**src/hdl/rc_serial_frame_receiver_defines.svh**
```systemverilog
// Assertion macros for the RC serial frame receiver.
// Used by the top level only; needs nothing else.
`ifndef RC_SERIAL_FRAME_RECEIVER_DEFINES_SVH
`define RC_SERIAL_FRAME_RECEIVER_DEFINES_SVH

// Same-cycle implication, checked outside reset.
`define RCSFR_ASSERT_NOW(label, clk, rst_n, ante, cons) \
    label: assert property (@(posedge clk) disable iff (!rst_n) (ante) |-> (cons)) \
        else $error("rcsfr: same-cycle check failed");

// Next-cycle implication, checked outside reset.
`define RCSFR_ASSERT_NEXT(label, clk, rst_n, ante, cons) \
    label: assert property (@(posedge clk) disable iff (!rst_n) (ante) |=> (cons)) \
        else $error("rcsfr: next-cycle check failed");

`endif

```
**src/hdl/rcsfr_pkg.sv**
```systemverilog
// Shared constants and controller/datapath command and status types
// for the RC serial frame receiver. No dependencies.
package rcsfr_pkg;

    localparam int FRAME_BYTES  = 32;
    localparam int CHANNELS_DEF = 14;
    localparam int POS_W        = 5;

    localparam logic [7:0]       BYTE_LEN      = 8'h20;
    localparam logic [7:0]       BYTE_CMD      = 8'h40;
    localparam logic [15:0]      SUM_BASE      = 16'hFFFF;
    localparam logic [15:0]      TIMEOUT_RESET = 16'd100;
    localparam logic [15:0]      AGE_MAX       = 16'hFFFF;
    localparam logic [POS_W-1:0] POS_SUM_END   = POS_W'(FRAME_BYTES - 3);
    localparam logic [POS_W-1:0] POS_LAST      = POS_W'(FRAME_BYTES - 1);

    localparam logic KIND_STATUS  = 1'b0;
    localparam logic KIND_CHANNEL = 1'b1;

    typedef struct packed {
        logic tick;
        logic start_len;
        logic start_cmd;
        logic pay;
        logic frame_good;
        logic frame_bad;
        logic load_status;
        logic load_word;
        logic ch_clear;
        logic ch_inc;
    } rcsfr_cmd_t;

    typedef struct packed {
        logic is_len;
        logic is_cmd;
        logic pos_last;
        logic frame_good;
        logic ch_last;
        logic out_free;
    } rcsfr_sts_t;

endpackage

```
**src/hdl/rcsfr_in_if.sv**
```systemverilog
// Request channel interface: one received byte or one millisecond tick.
// Standalone; valid/ready handshake.
interface rcsfr_in_if;
    logic       valid;
    logic       ready;
    logic       action;
    logic [7:0] rx_byte;

    modport source (output valid, output action, output rx_byte, input ready);
    modport sink   (input valid, input action, input rx_byte, output ready);
endinterface

```
**src/hdl/rcsfr_out_if.sv**
```systemverilog
// Result channel interface: channel words and status of the receiver.
// Standalone; valid/ready handshake.
interface rcsfr_out_if;
    logic        valid;
    logic        ready;
    logic        kind;
    logic [3:0]  channel_index;
    logic [15:0] channel_value;
    logic        last;
    logic        checksum_error;
    logic        link_timeout;
    logic        link_seen;
    logic [15:0] good_frames;
    logic [15:0] bad_frames;

    modport source (output valid, output kind, output channel_index, output channel_value,
                    output last, output checksum_error, output link_timeout,
                    output link_seen, output good_frames, output bad_frames,
                    input ready);
    modport sink   (input valid, input kind, input channel_index, input channel_value,
                    input last, input checksum_error, input link_timeout,
                    input link_seen, input good_frames, input bad_frames,
                    output ready);
endinterface

```
**src/hdl/rcsfr_ctrl.sv**
```systemverilog
// Controller: frame hunter and channel emit sequencer.
// Depends on rcsfr_pkg; drives the datapath through rcsfr_cmd_t.
module rcsfr_ctrl
    import rcsfr_pkg::*;
(
    input  logic       clk,
    input  logic       rst_n,
    input  logic       in_valid,
    input  logic       in_action,
    output logic       in_ready,
    input  rcsfr_sts_t sts,
    output rcsfr_cmd_t cmd
);

    localparam logic [1:0] ST_IDLE  = 2'd0;
    localparam logic [1:0] ST_FETCH = 2'd1;
    localparam logic [1:0] ST_EMIT  = 2'd2;

    localparam logic [1:0] HS_LEN = 2'd0;
    localparam logic [1:0] HS_CMD = 2'd1;
    localparam logic [1:0] HS_PAY = 2'd2;

    logic [1:0] state_reg, state_next;
    logic [1:0] hunt_reg, hunt_next;
    logic       accept;

    assign in_ready = (state_reg == ST_IDLE) && sts.out_free;
    assign accept   = in_valid && in_ready;

    always_comb
    begin
        state_next = state_reg;
        hunt_next  = hunt_reg;
        cmd        = '0;
        case (state_reg)
            ST_IDLE:
            begin
                if (accept)
                begin
                    if (in_action)
                    begin
                        cmd.tick        = 1'b1;
                        cmd.load_status = 1'b1;
                    end
                    else
                    begin
                        cmd.load_status = 1'b1;
                        case (hunt_reg)
                            HS_CMD:
                            begin
                                if (sts.is_cmd)
                                begin
                                    cmd.start_cmd = 1'b1;
                                    hunt_next     = HS_PAY;
                                end
                                else if (!sts.is_len)
                                begin
                                    hunt_next = HS_LEN;
                                end
                            end
                            HS_PAY:
                            begin
                                cmd.pay = 1'b1;
                                if (sts.pos_last)
                                begin
                                    hunt_next = HS_LEN;
                                    if (sts.frame_good)
                                    begin
                                        cmd.frame_good  = 1'b1;
                                        cmd.load_status = 1'b0;
                                        cmd.ch_clear    = 1'b1;
                                        state_next      = ST_FETCH;
                                    end
                                    else
                                    begin
                                        cmd.frame_bad = 1'b1;
                                    end
                                end
                            end
                            default:
                            begin
                                // unused hunter code acts as waiting for length
                                if (sts.is_len)
                                begin
                                    cmd.start_len = 1'b1;
                                    hunt_next     = HS_CMD;
                                end
                                else
                                begin
                                    hunt_next = HS_LEN;
                                end
                            end
                        endcase
                    end
                end
            end
            ST_FETCH:
            begin
                state_next = ST_EMIT;
            end
            ST_EMIT:
            begin
                if (sts.out_free)
                begin
                    cmd.load_word = 1'b1;
                    if (sts.ch_last)
                    begin
                        state_next = ST_IDLE;
                    end
                    else
                    begin
                        cmd.ch_inc = 1'b1;
                        state_next = ST_FETCH;
                    end
                end
            end
            default:
            begin
                state_next = ST_IDLE;
            end
        endcase
    end

    always_ff @(posedge clk or negedge rst_n)
    begin
        if (!rst_n)
        begin
            state_reg <= ST_IDLE;
            hunt_reg  <= HS_LEN;
        end
        else
        begin
            state_reg <= state_next;
            hunt_reg  <= hunt_next;
        end
    end

endmodule

```
**src/hdl/rcsfr_dpath.sv**
```systemverilog
// Datapath: byte position, running checksum, channel word store, link age,
// counters and the result register. Depends on rcsfr_pkg and rcsfr_out_if.
module rcsfr_dpath
    import rcsfr_pkg::*;
#(
    parameter int CHANNELS = CHANNELS_DEF
)
(
    input  logic        clk,
    input  logic        rst_n,
    input  logic        cfg_wr_en,
    input  logic [15:0] cfg_wr_data,
    input  logic [7:0]  in_byte,
    input  rcsfr_cmd_t  cmd,
    output rcsfr_sts_t  sts,
    rcsfr_out_if.source result
);

    localparam int AW = (CHANNELS > 1) ? $clog2(CHANNELS) : 1;

    logic [15:0]      timeout_reg;
    logic [POS_W-1:0] pos_reg, pos_next;
    logic [15:0]      sum_reg, sum_next;
    logic [7:0]       chk_lo_reg;
    logic [7:0]       lo_hold_reg;
    logic [15:0]      age_reg, age_next;
    logic             seen_reg, seen_next;
    logic             lost_reg, lost_next;
    logic [15:0]      good_reg, good_next;
    logic [15:0]      bad_reg, bad_next;
    logic [3:0]       ch_reg;
    logic [15:0]      rd_data_reg;
    logic [15:0]      word_mem [CHANNELS];
    logic [3:0]       widx;
    logic             wr_word;

    logic             out_valid_reg;
    logic             out_kind_reg;
    logic [3:0]       out_index_reg;
    logic [15:0]      out_value_reg;
    logic             out_last_reg;
    logic             out_err_reg;
    logic             out_lost_reg;
    logic             out_seen_reg;
    logic [15:0]      out_good_reg;
    logic [15:0]      out_bad_reg;

    assign sts.is_len     = (in_byte == BYTE_LEN);
    assign sts.is_cmd     = (in_byte == BYTE_CMD);
    assign sts.pos_last   = (pos_reg == POS_LAST);
    assign sts.frame_good = ((SUM_BASE - sum_reg) == {in_byte, chk_lo_reg});
    assign sts.ch_last    = (ch_reg == 4'(CHANNELS - 1));
    assign sts.out_free   = !out_valid_reg || result.ready;

    // channel k sits in bytes 2k+2 (low) and 2k+3 (high)
    assign widx    = pos_reg[4:1] - 4'd1;
    assign wr_word = cmd.pay && pos_reg[0] && (pos_reg >= POS_W'(3))
                     && (pos_reg <= POS_SUM_END) && (widx < 4'(CHANNELS));

    always_comb
    begin
        pos_next  = pos_reg;
        sum_next  = sum_reg;
        age_next  = age_reg;
        seen_next = seen_reg;
        lost_next = lost_reg;
        good_next = good_reg;
        bad_next  = bad_reg;
        if (cmd.start_len)
        begin
            pos_next = POS_W'(1);
            sum_next = {8'd0, BYTE_LEN};
        end
        if (cmd.start_cmd)
        begin
            pos_next = POS_W'(2);
            sum_next = sum_reg + {8'd0, BYTE_CMD};
        end
        if (cmd.pay)
        begin
            pos_next = pos_reg + POS_W'(1);
            if (pos_reg <= POS_SUM_END)
            begin
                sum_next = sum_reg + {8'd0, in_byte};
            end
        end
        if (cmd.tick)
        begin
            if (age_reg != AGE_MAX)
            begin
                age_next = age_reg + 16'd1;
            end
            if (seen_reg)
            begin
                lost_next = (age_next > timeout_reg);
            end
        end
        if (cmd.frame_good)
        begin
            age_next  = '0;
            seen_next = 1'b1;
            lost_next = 1'b0;
            good_next = good_reg + 16'd1;
        end
        if (cmd.frame_bad)
        begin
            bad_next = bad_reg + 16'd1;
        end
    end

    always_ff @(posedge clk or negedge rst_n)
    begin
        if (!rst_n)
        begin
            timeout_reg   <= TIMEOUT_RESET;
            pos_reg       <= '0;
            age_reg       <= '0;
            seen_reg      <= 1'b0;
            lost_reg      <= 1'b0;
            good_reg      <= '0;
            bad_reg       <= '0;
            ch_reg        <= '0;
            out_valid_reg <= 1'b0;
        end
        else
        begin
            if (cfg_wr_en)
            begin
                timeout_reg <= cfg_wr_data;
            end
            pos_reg  <= pos_next;
            age_reg  <= age_next;
            seen_reg <= seen_next;
            lost_reg <= lost_next;
            good_reg <= good_next;
            bad_reg  <= bad_next;
            if (cmd.ch_clear)
            begin
                ch_reg <= '0;
            end
            else if (cmd.ch_inc)
            begin
                ch_reg <= ch_reg + 4'd1;
            end
            if (cmd.load_status || cmd.load_word)
            begin
                out_valid_reg <= 1'b1;
            end
            else if (result.ready)
            begin
                out_valid_reg <= 1'b0;
            end
        end
    end

    // payload registers, no reset
    always_ff @(posedge clk)
    begin
        sum_reg <= sum_next;
        if (cmd.pay && (pos_reg == POS_SUM_END + POS_W'(1)))
        begin
            chk_lo_reg <= in_byte;
        end
        if (cmd.pay && !pos_reg[0])
        begin
            lo_hold_reg <= in_byte;
        end
        if (cmd.load_status || cmd.load_word)
        begin
            out_kind_reg  <= cmd.load_word ? KIND_CHANNEL : KIND_STATUS;
            out_index_reg <= cmd.load_word ? ch_reg : 4'd0;
            out_value_reg <= cmd.load_word ? rd_data_reg : 16'd0;
            out_last_reg  <= cmd.load_status || sts.ch_last;
            out_err_reg   <= cmd.frame_bad;
            out_lost_reg  <= lost_next;
            out_seen_reg  <= seen_next;
            out_good_reg  <= good_next;
            out_bad_reg   <= bad_next;
        end
    end

    always_ff @(posedge clk)
    begin
        if (wr_word)
        begin
            word_mem[widx[AW-1:0]] <= {in_byte, lo_hold_reg};
        end
        rd_data_reg <= word_mem[ch_reg[AW-1:0]];
    end

    assign result.valid          = out_valid_reg;
    assign result.kind           = out_kind_reg;
    assign result.channel_index  = out_index_reg;
    assign result.channel_value  = out_value_reg;
    assign result.last           = out_last_reg;
    assign result.checksum_error = out_err_reg;
    assign result.link_timeout   = out_lost_reg;
    assign result.link_seen      = out_seen_reg;
    assign result.good_frames    = out_good_reg;
    assign result.bad_frames     = out_bad_reg;

endmodule

```
**src/hdl/rc_serial_frame_receiver.sv**
```systemverilog
// RC serial frame receiver, top level.
// Depends on rcsfr_pkg, rcsfr_in_if, rcsfr_out_if, rcsfr_ctrl, rcsfr_dpath.
//
// Usage:
//   item:   one request per received serial byte (action 0) or per
//           millisecond tick (action 1), valid/ready handshake.
//   result: status words and channel words, valid/ready handshake.
//   cfg_wr_en/cfg_wr_data: writes lost_timeout_ms; write only while idle.
// Every request but the last byte of a good frame gives one status result,
// registered on acceptance. A new request is taken in the same
// cycle the pending result is taken, so the sustained rate is one request per
// cycle while the result side keeps up.
// The last byte of a good frame starts the emit sequencer: CHANNELS channel
// words, each read from the store and then loaded as a result, the final one
// marked last; no request is taken until the last word is loaded.
// A stalled result side holds the result register and blocks new requests.
// Reset clears the hunter, counters, age and flags; lost_timeout_ms returns
// to 100. The word store needs no clearing; each frame writes it before use.
`include "rc_serial_frame_receiver_defines.svh"

module rc_serial_frame_receiver
    import rcsfr_pkg::*;
#(
    parameter int CHANNELS = CHANNELS_DEF
)
(
    input  logic        clk,
    input  logic        rst_n,
    input  logic        cfg_wr_en,
    input  logic [15:0] cfg_wr_data,
    rcsfr_in_if.sink    item,
    rcsfr_out_if.source result
);

    rcsfr_cmd_t cmd;
    rcsfr_sts_t sts;
    logic       in_ready;

    assign item.ready = in_ready;

    rcsfr_ctrl u_ctrl (
        .clk       (clk),
        .rst_n     (rst_n),
        .in_valid  (item.valid),
        .in_action (item.action),
        .in_ready  (in_ready),
        .sts       (sts),
        .cmd       (cmd)
    );

    rcsfr_dpath #(
        .CHANNELS (CHANNELS)
    ) u_dpath (
        .clk         (clk),
        .rst_n       (rst_n),
        .cfg_wr_en   (cfg_wr_en),
        .cfg_wr_data (cfg_wr_data),
        .in_byte     (item.rx_byte),
        .cmd         (cmd),
        .sts         (sts),
        .result      (result)
    );

    // a request is only taken when the result register can be reloaded
    `RCSFR_ASSERT_NOW(a_ready_needs_slot, clk, rst_n, item.ready, (!result.valid || result.ready))
    // a good frame closes the request side for the emit sequence
    `RCSFR_ASSERT_NEXT(a_good_blocks_input, clk, rst_n, cmd.frame_good, !item.ready)
    // channel words never flag a checksum error
    `RCSFR_ASSERT_NOW(a_word_no_error, clk, rst_n, (result.valid && result.kind),
                      !result.checksum_error)
    // channel words come from a good frame, so link seen is already set
    `RCSFR_ASSERT_NOW(a_word_has_seen, clk, rst_n, (result.valid && result.kind), result.link_seen)

endmodule

```
**src/flat_wrapper.sv**
```systemverilog
// flat-port wrapper written by rule: the top's interface ports become plain ports
module rc_serial_frame_receiver_flat import rcsfr_pkg::*;
#(
    parameter int CHANNELS = CHANNELS_DEF
)
  (clk, rst_n, cfg_wr_en, cfg_wr_data, item_valid, item_action, item_rx_byte, item_ready, result_valid, result_kind, result_channel_index, result_channel_value, result_last, result_checksum_error, result_link_timeout, result_link_seen, result_good_frames, result_bad_frames, result_ready);
  rcsfr_in_if item_i ();
  rcsfr_out_if result_i ();
  input  logic clk;
  input  logic rst_n;
  input  logic cfg_wr_en;
  input  logic [15:0] cfg_wr_data;
  input wire logic [$bits(item_i.valid)-1:0] item_valid;
  input wire logic [$bits(item_i.action)-1:0] item_action;
  input wire logic [$bits(item_i.rx_byte)-1:0] item_rx_byte;
  output wire logic [$bits(item_i.ready)-1:0] item_ready;
  output wire logic [$bits(result_i.valid)-1:0] result_valid;
  output wire logic [$bits(result_i.kind)-1:0] result_kind;
  output wire logic [$bits(result_i.channel_index)-1:0] result_channel_index;
  output wire logic [$bits(result_i.channel_value)-1:0] result_channel_value;
  output wire logic [$bits(result_i.last)-1:0] result_last;
  output wire logic [$bits(result_i.checksum_error)-1:0] result_checksum_error;
  output wire logic [$bits(result_i.link_timeout)-1:0] result_link_timeout;
  output wire logic [$bits(result_i.link_seen)-1:0] result_link_seen;
  output wire logic [$bits(result_i.good_frames)-1:0] result_good_frames;
  output wire logic [$bits(result_i.bad_frames)-1:0] result_bad_frames;
  input wire logic [$bits(result_i.ready)-1:0] result_ready;
  assign item_i.valid = item_valid;
  assign item_i.action = item_action;
  assign item_i.rx_byte = item_rx_byte;
  assign item_ready = item_i.ready;
  assign result_valid = result_i.valid;
  assign result_kind = result_i.kind;
  assign result_channel_index = result_i.channel_index;
  assign result_channel_value = result_i.channel_value;
  assign result_last = result_i.last;
  assign result_checksum_error = result_i.checksum_error;
  assign result_link_timeout = result_i.link_timeout;
  assign result_link_seen = result_i.link_seen;
  assign result_good_frames = result_i.good_frames;
  assign result_bad_frames = result_i.bad_frames;
  assign result_i.ready = result_ready;
  rc_serial_frame_receiver #(.CHANNELS(CHANNELS)) u_core (.clk(clk), .rst_n(rst_n), .cfg_wr_en(cfg_wr_en), .cfg_wr_data(cfg_wr_data), .item(item_i), .result(result_i));
endmodule
```
**config.mk**
```make
export PLATFORM = sky130hd
export DESIGN_NAME = rc_serial_frame_receiver_flat
export DESIGN_NICKNAME = d
export VERILOG_FILES = /design/src/hdl/rcsfr_pkg.sv /design/src/hdl/rcsfr_in_if.sv /design/src/hdl/rcsfr_out_if.sv /design/src/hdl/rcsfr_ctrl.sv /design/src/hdl/rcsfr_dpath.sv /design/src/hdl/rc_serial_frame_receiver.sv /design/src/flat_wrapper.sv
export VERILOG_INCLUDE_DIRS = /design/src /design/src/hdl
export SDC_FILE = /design/constraint.sdc
export NUM_CORES = 1
export LEC_CHECK = 0
export BUFFER_PORTS_ARGS = -buffer_cell sky130_fd_sc_hd__buf_2
export CAP_MARGIN = 25
export CELL_PAD_IN_SITES_DETAIL_PLACEMENT = 0
export CELL_PAD_IN_SITES_GLOBAL_PLACEMENT = 1
export CORE_UTILIZATION = 52
export DETAILED_ROUTE_END_ITERATION = 8
export PLACE_DENSITY_LB_ADDON = 0.25
export REMOVE_ABC_BUFFERS = 1
export SKIP_LAST_GASP = 1
export SLEW_MARGIN = 10
export SYNTH_ARGS = -nofsm -noshare
export SYNTH_HDL_FRONTEND = slang
export SYNTH_HIERARCHICAL = 1
export SYNTH_SLANG_ARGS = --single-unit
```
**constraint.sdc**
```tcl
create_clock -name clk -period 4 [get_ports clk]
set_input_delay 0.4 -clock clk [delete_from_list [all_inputs] [get_ports clk]]
set_output_delay 0.4 -clock clk [all_outputs]
set_load 0.01 [all_outputs]
```
==> flow_summary.toml <==
[placed_design]
gp_congestion = 0.784
io_buffers = 88
place_area_sq_um = 18300
dpl.hpwl_mm = 21.2

[worst_setup_path]
reg2reg_slack_ns = 0.45
rr_startpoint = "u_core/u_dpath/age_reg[0]$_DFFE_PN0P_"
path_max_fanout = 15
cp.arrival_ns = 3.83
r2r_cells = 12
startpoint = "u_core/u_dpath/age_reg[0]$_DFFE_PN0P_"
end_kind = "register"
crit_type = "reg -> reg"
cp-start-kind = "register"
cp.required_ns = 4.27
endpoint = "u_core/u_dpath/result.link_timeout$_DFFE_PP_"
path_cells = "ha_1 > nand3_1 > or4_1 > nand2_1 > nor2_1 > xor2_1 > ha_1 > nand2_1 > nor2_1 > a2111oi_0 > o31a_1 > a211oi_1"
critPathMaxStageDelay_ns = 0.84
slowest_stage = "or4_1"
timing.rr.end = "u_core/u_dpath/result.link_timeout$_DFFE_PP_"

[yosys]
synth.distinct_cells = 70
ys_top_cells_by_count = "edfxtp_1, dfrtp_1, nor2_1"
yosys-top-cells-area = "edfxtp_1, dfrtp_1, mux4_2, dfxtp_1, ha_1"
yosysWarnings = 6
synth_most_common_cell = "edfxtp_1"
synth_top_area_share_pct = 51.8
syn_area_per_cell_sq_um = 15.3
yosys.area.top_type = "edfxtp_1"
seq_area_frac_synth_pct = 67.2
synthArstFlopShare_pct = 19.6
ys_ff_latch = 409
synthesis.area_sq_um = 17200
synth_ff_type = "edfxtp_1"
synth_edf_count = 297
syn_inst = 1123

[clock_tree]
cts-resized-gates = 0
htreeDepth = 2
hold_buffers = 1
cts_num_sinks = 409
cts_buffer_depth = 3
clk_pin_slew_ns = 0.06
post_cts_buffers = 0
worstSkewPairLatency_ns = 0.56
cts_tree = "built"
cts_buffers = 43
cts_root_buf = "clkbuf_16"

[power_and_ir_drop]
vdd_drop_max_uv = 330
power.total_mw = 11.9
power.leakage_nw = 7.30
powerDensity_nw_per_um2 = 609

[drt]
drc = 0
drt_iter0_drc = 766
firstDrtPassIters = 5
drt.antenna.violating_nets = 0
wire_per_inst_microns = 20.0
via_per_inst = 5.61
routed_wl_mm = 34.4
num_vias = 9656

[sta]
hold_violations = 0
tns_ns = 0
fmax_ghz = 0.281
slew_viol_final = 0
finalSetupViolCount = 0
worst_pin_slew_ns = 0.950
slew-limit-headroom_pct = 36.6
period_minus_slack_ns = 3.55
whs_ns = 0.0672
skew_ns = 0.0287
rsz0062_at_grt = "false"
period_share_pct = 88.9

[floorplan]
start_util_pct = 52.9
rows = 66
num_io_pins = 89
core-area_sq_um = 32500
die_w_microns = 184
die_h_microns = 184
dieArea_sq_um = 33800

[layout]
design_area_sq_um = 19600
drive_gt1_share_pct = 22.1
largest_reg_flops = 224
antenna_cells = 0
area_delta_synth_final_pct = 13.7
fillers = 2481
final_nets = 1318

[status]
status = "complete, no violations"

[grt]
grt_pass1_wl_mm = 53.5
antenna_found_initial = 1
grt_usage_pct = 20.9
overflow = 0
grt_pass1_vias = 9484
grt_max_degree = 56

[run]
drv_cap = 0

[worst_hold_path]
holdCritPathClass = "in -> reg"
==> through the flow <==
| step | util [%] | instances | setup slack, ns |
|---|---|---|---|
| 2_1_floorplan | - | 1077 | 0.373 |
| 3_3_place_gp | 56.1 | 1641 | 0.527 |
| 3_5_place_dp | 56.1 | 1641 | 0.444 |
| 4_1_cts | 60.2 | 1722 | 0.435 |
| 5_1_grt | 60.2 | 1722 | 0.127 |
| 6_report | 60.2 | 1722 | 0.446 |
==> area by class of cell <==
cell class / count / area (sq um) / area share [%]
Sequential cell: 409 / 11600 / 59.1
Timing Repair Buffer: 123 / 708 / 3.62
Clock inverter: 13 / 114 / 0.581
Multi-Input combinational cell: 632 / 5310 / 27.1
Clock buffer: 67 / 1200 / 6.11
Tap cell: 442 / 553 / 2.82
Inverter: 36 / 135 / 0.690
==> placed cells by master (no fill, tap or decap), types with 6 or more instances in the layout <==
cell type  instances
and2_1            26
nor2_1            71
clkinv_2           6
nand4_1           25
mux4_2            64
mux2i_1            8
buf_2             87
nor3_1            14
o211ai_1          14
buf_4             35
o21ai_0           36
a31oi_1            7
and4_1             6
dfrtp_1           75
dfxtp_1           32
ha_1              42
xor2_1            40
and3_1            17
nand3_1           34
inv_1             36
edfxtp_1         297
clkbuf_1          21
mux2_2            19
xnor2_1           32
a21oi_1           23
clkbuf_16         43
a211oi_1           6
nand2_1           68
==> how the worst min path moves through the flow <==
stage / to / cells after the start / slack, ns / startpoint
finish: u_core/u_dpath/timeout_reg[9]$_DFFE_PN0P_ / 3 / 0.07 / cfg_wr_data[9]
global route: u_core/u_dpath/timeout_reg[3]$_DFFE_PN0P_ / 3 / 0.06 / cfg_wr_data[3]
CTS: u_core/u_dpath/timeout_reg[3]$_DFFE_PN0P_ / 3 / 0.04 / cfg_wr_data[3]
detailed placement: u_core/u_dpath/good_reg[15]$_DFF_PN0_ / 1 / 0.46 / u_core/u_dpath/good_reg[15]$_DFF_PN0_
global placement: u_core/u_dpath/bad_reg[15]$_DFF_PN0_ / 1 / 0.45 / u_core/u_dpath/bad_reg[15]$_DFF_PN0_
floorplan: u_core/u_ctrl/hunt_reg[0]$_DFFE_PN0P_ / 0 / 0.10 / rst_n
==> layer usage <==
| metal | part of all wire, % | global-route usage (%) |
|---|---|---|
| met5 | 0.029 | 0 |
| met4 | 1.8 | 5.57 |
| met3 | 5.6 | 3.59 |
| met2 | 48 | 34.3 |
| met1 | 45 | 29.0 |
==> power breakdown <==
part	switching [mW]	leakage (nW)	total (mW)	internal, mW
Sequential	0.499	4.03	5.63	5.14
Combinational	1.31	2.64	2.61	1.30
Clock	1.60	0.633	3.68	2.08
Total	3.41	7.30	11.9	8.51
==> worst max-delay path: cells and delay by family (launching register included) <==
family	cells	cell delay (ns)
and+or+nand+nor	6	1.50
adders and majority gates	2	0.59
AOI/OAI and AO/OA	3	0.63
DFF	1	0.44
xor gates and xnor gates	1	0.14
==> cells by family (layout without fill, tap and decap cells) <==
logic type / count (synthesis) / in the layout / share of synthesized area (%)
xor+xnor: 72 / 72 / 3.66
simple gates: 301 / 301 / 9.05
compound gates: 124 / 124 / 4.79
buf+inv: 82 / 239 / 2.03
fa+ha+maj: 43 / 43 / 3.17
mux: 92 / 92 / 10.1
flops: 409 / 409 / 67.2
Power figures use the tool's default switching activity.
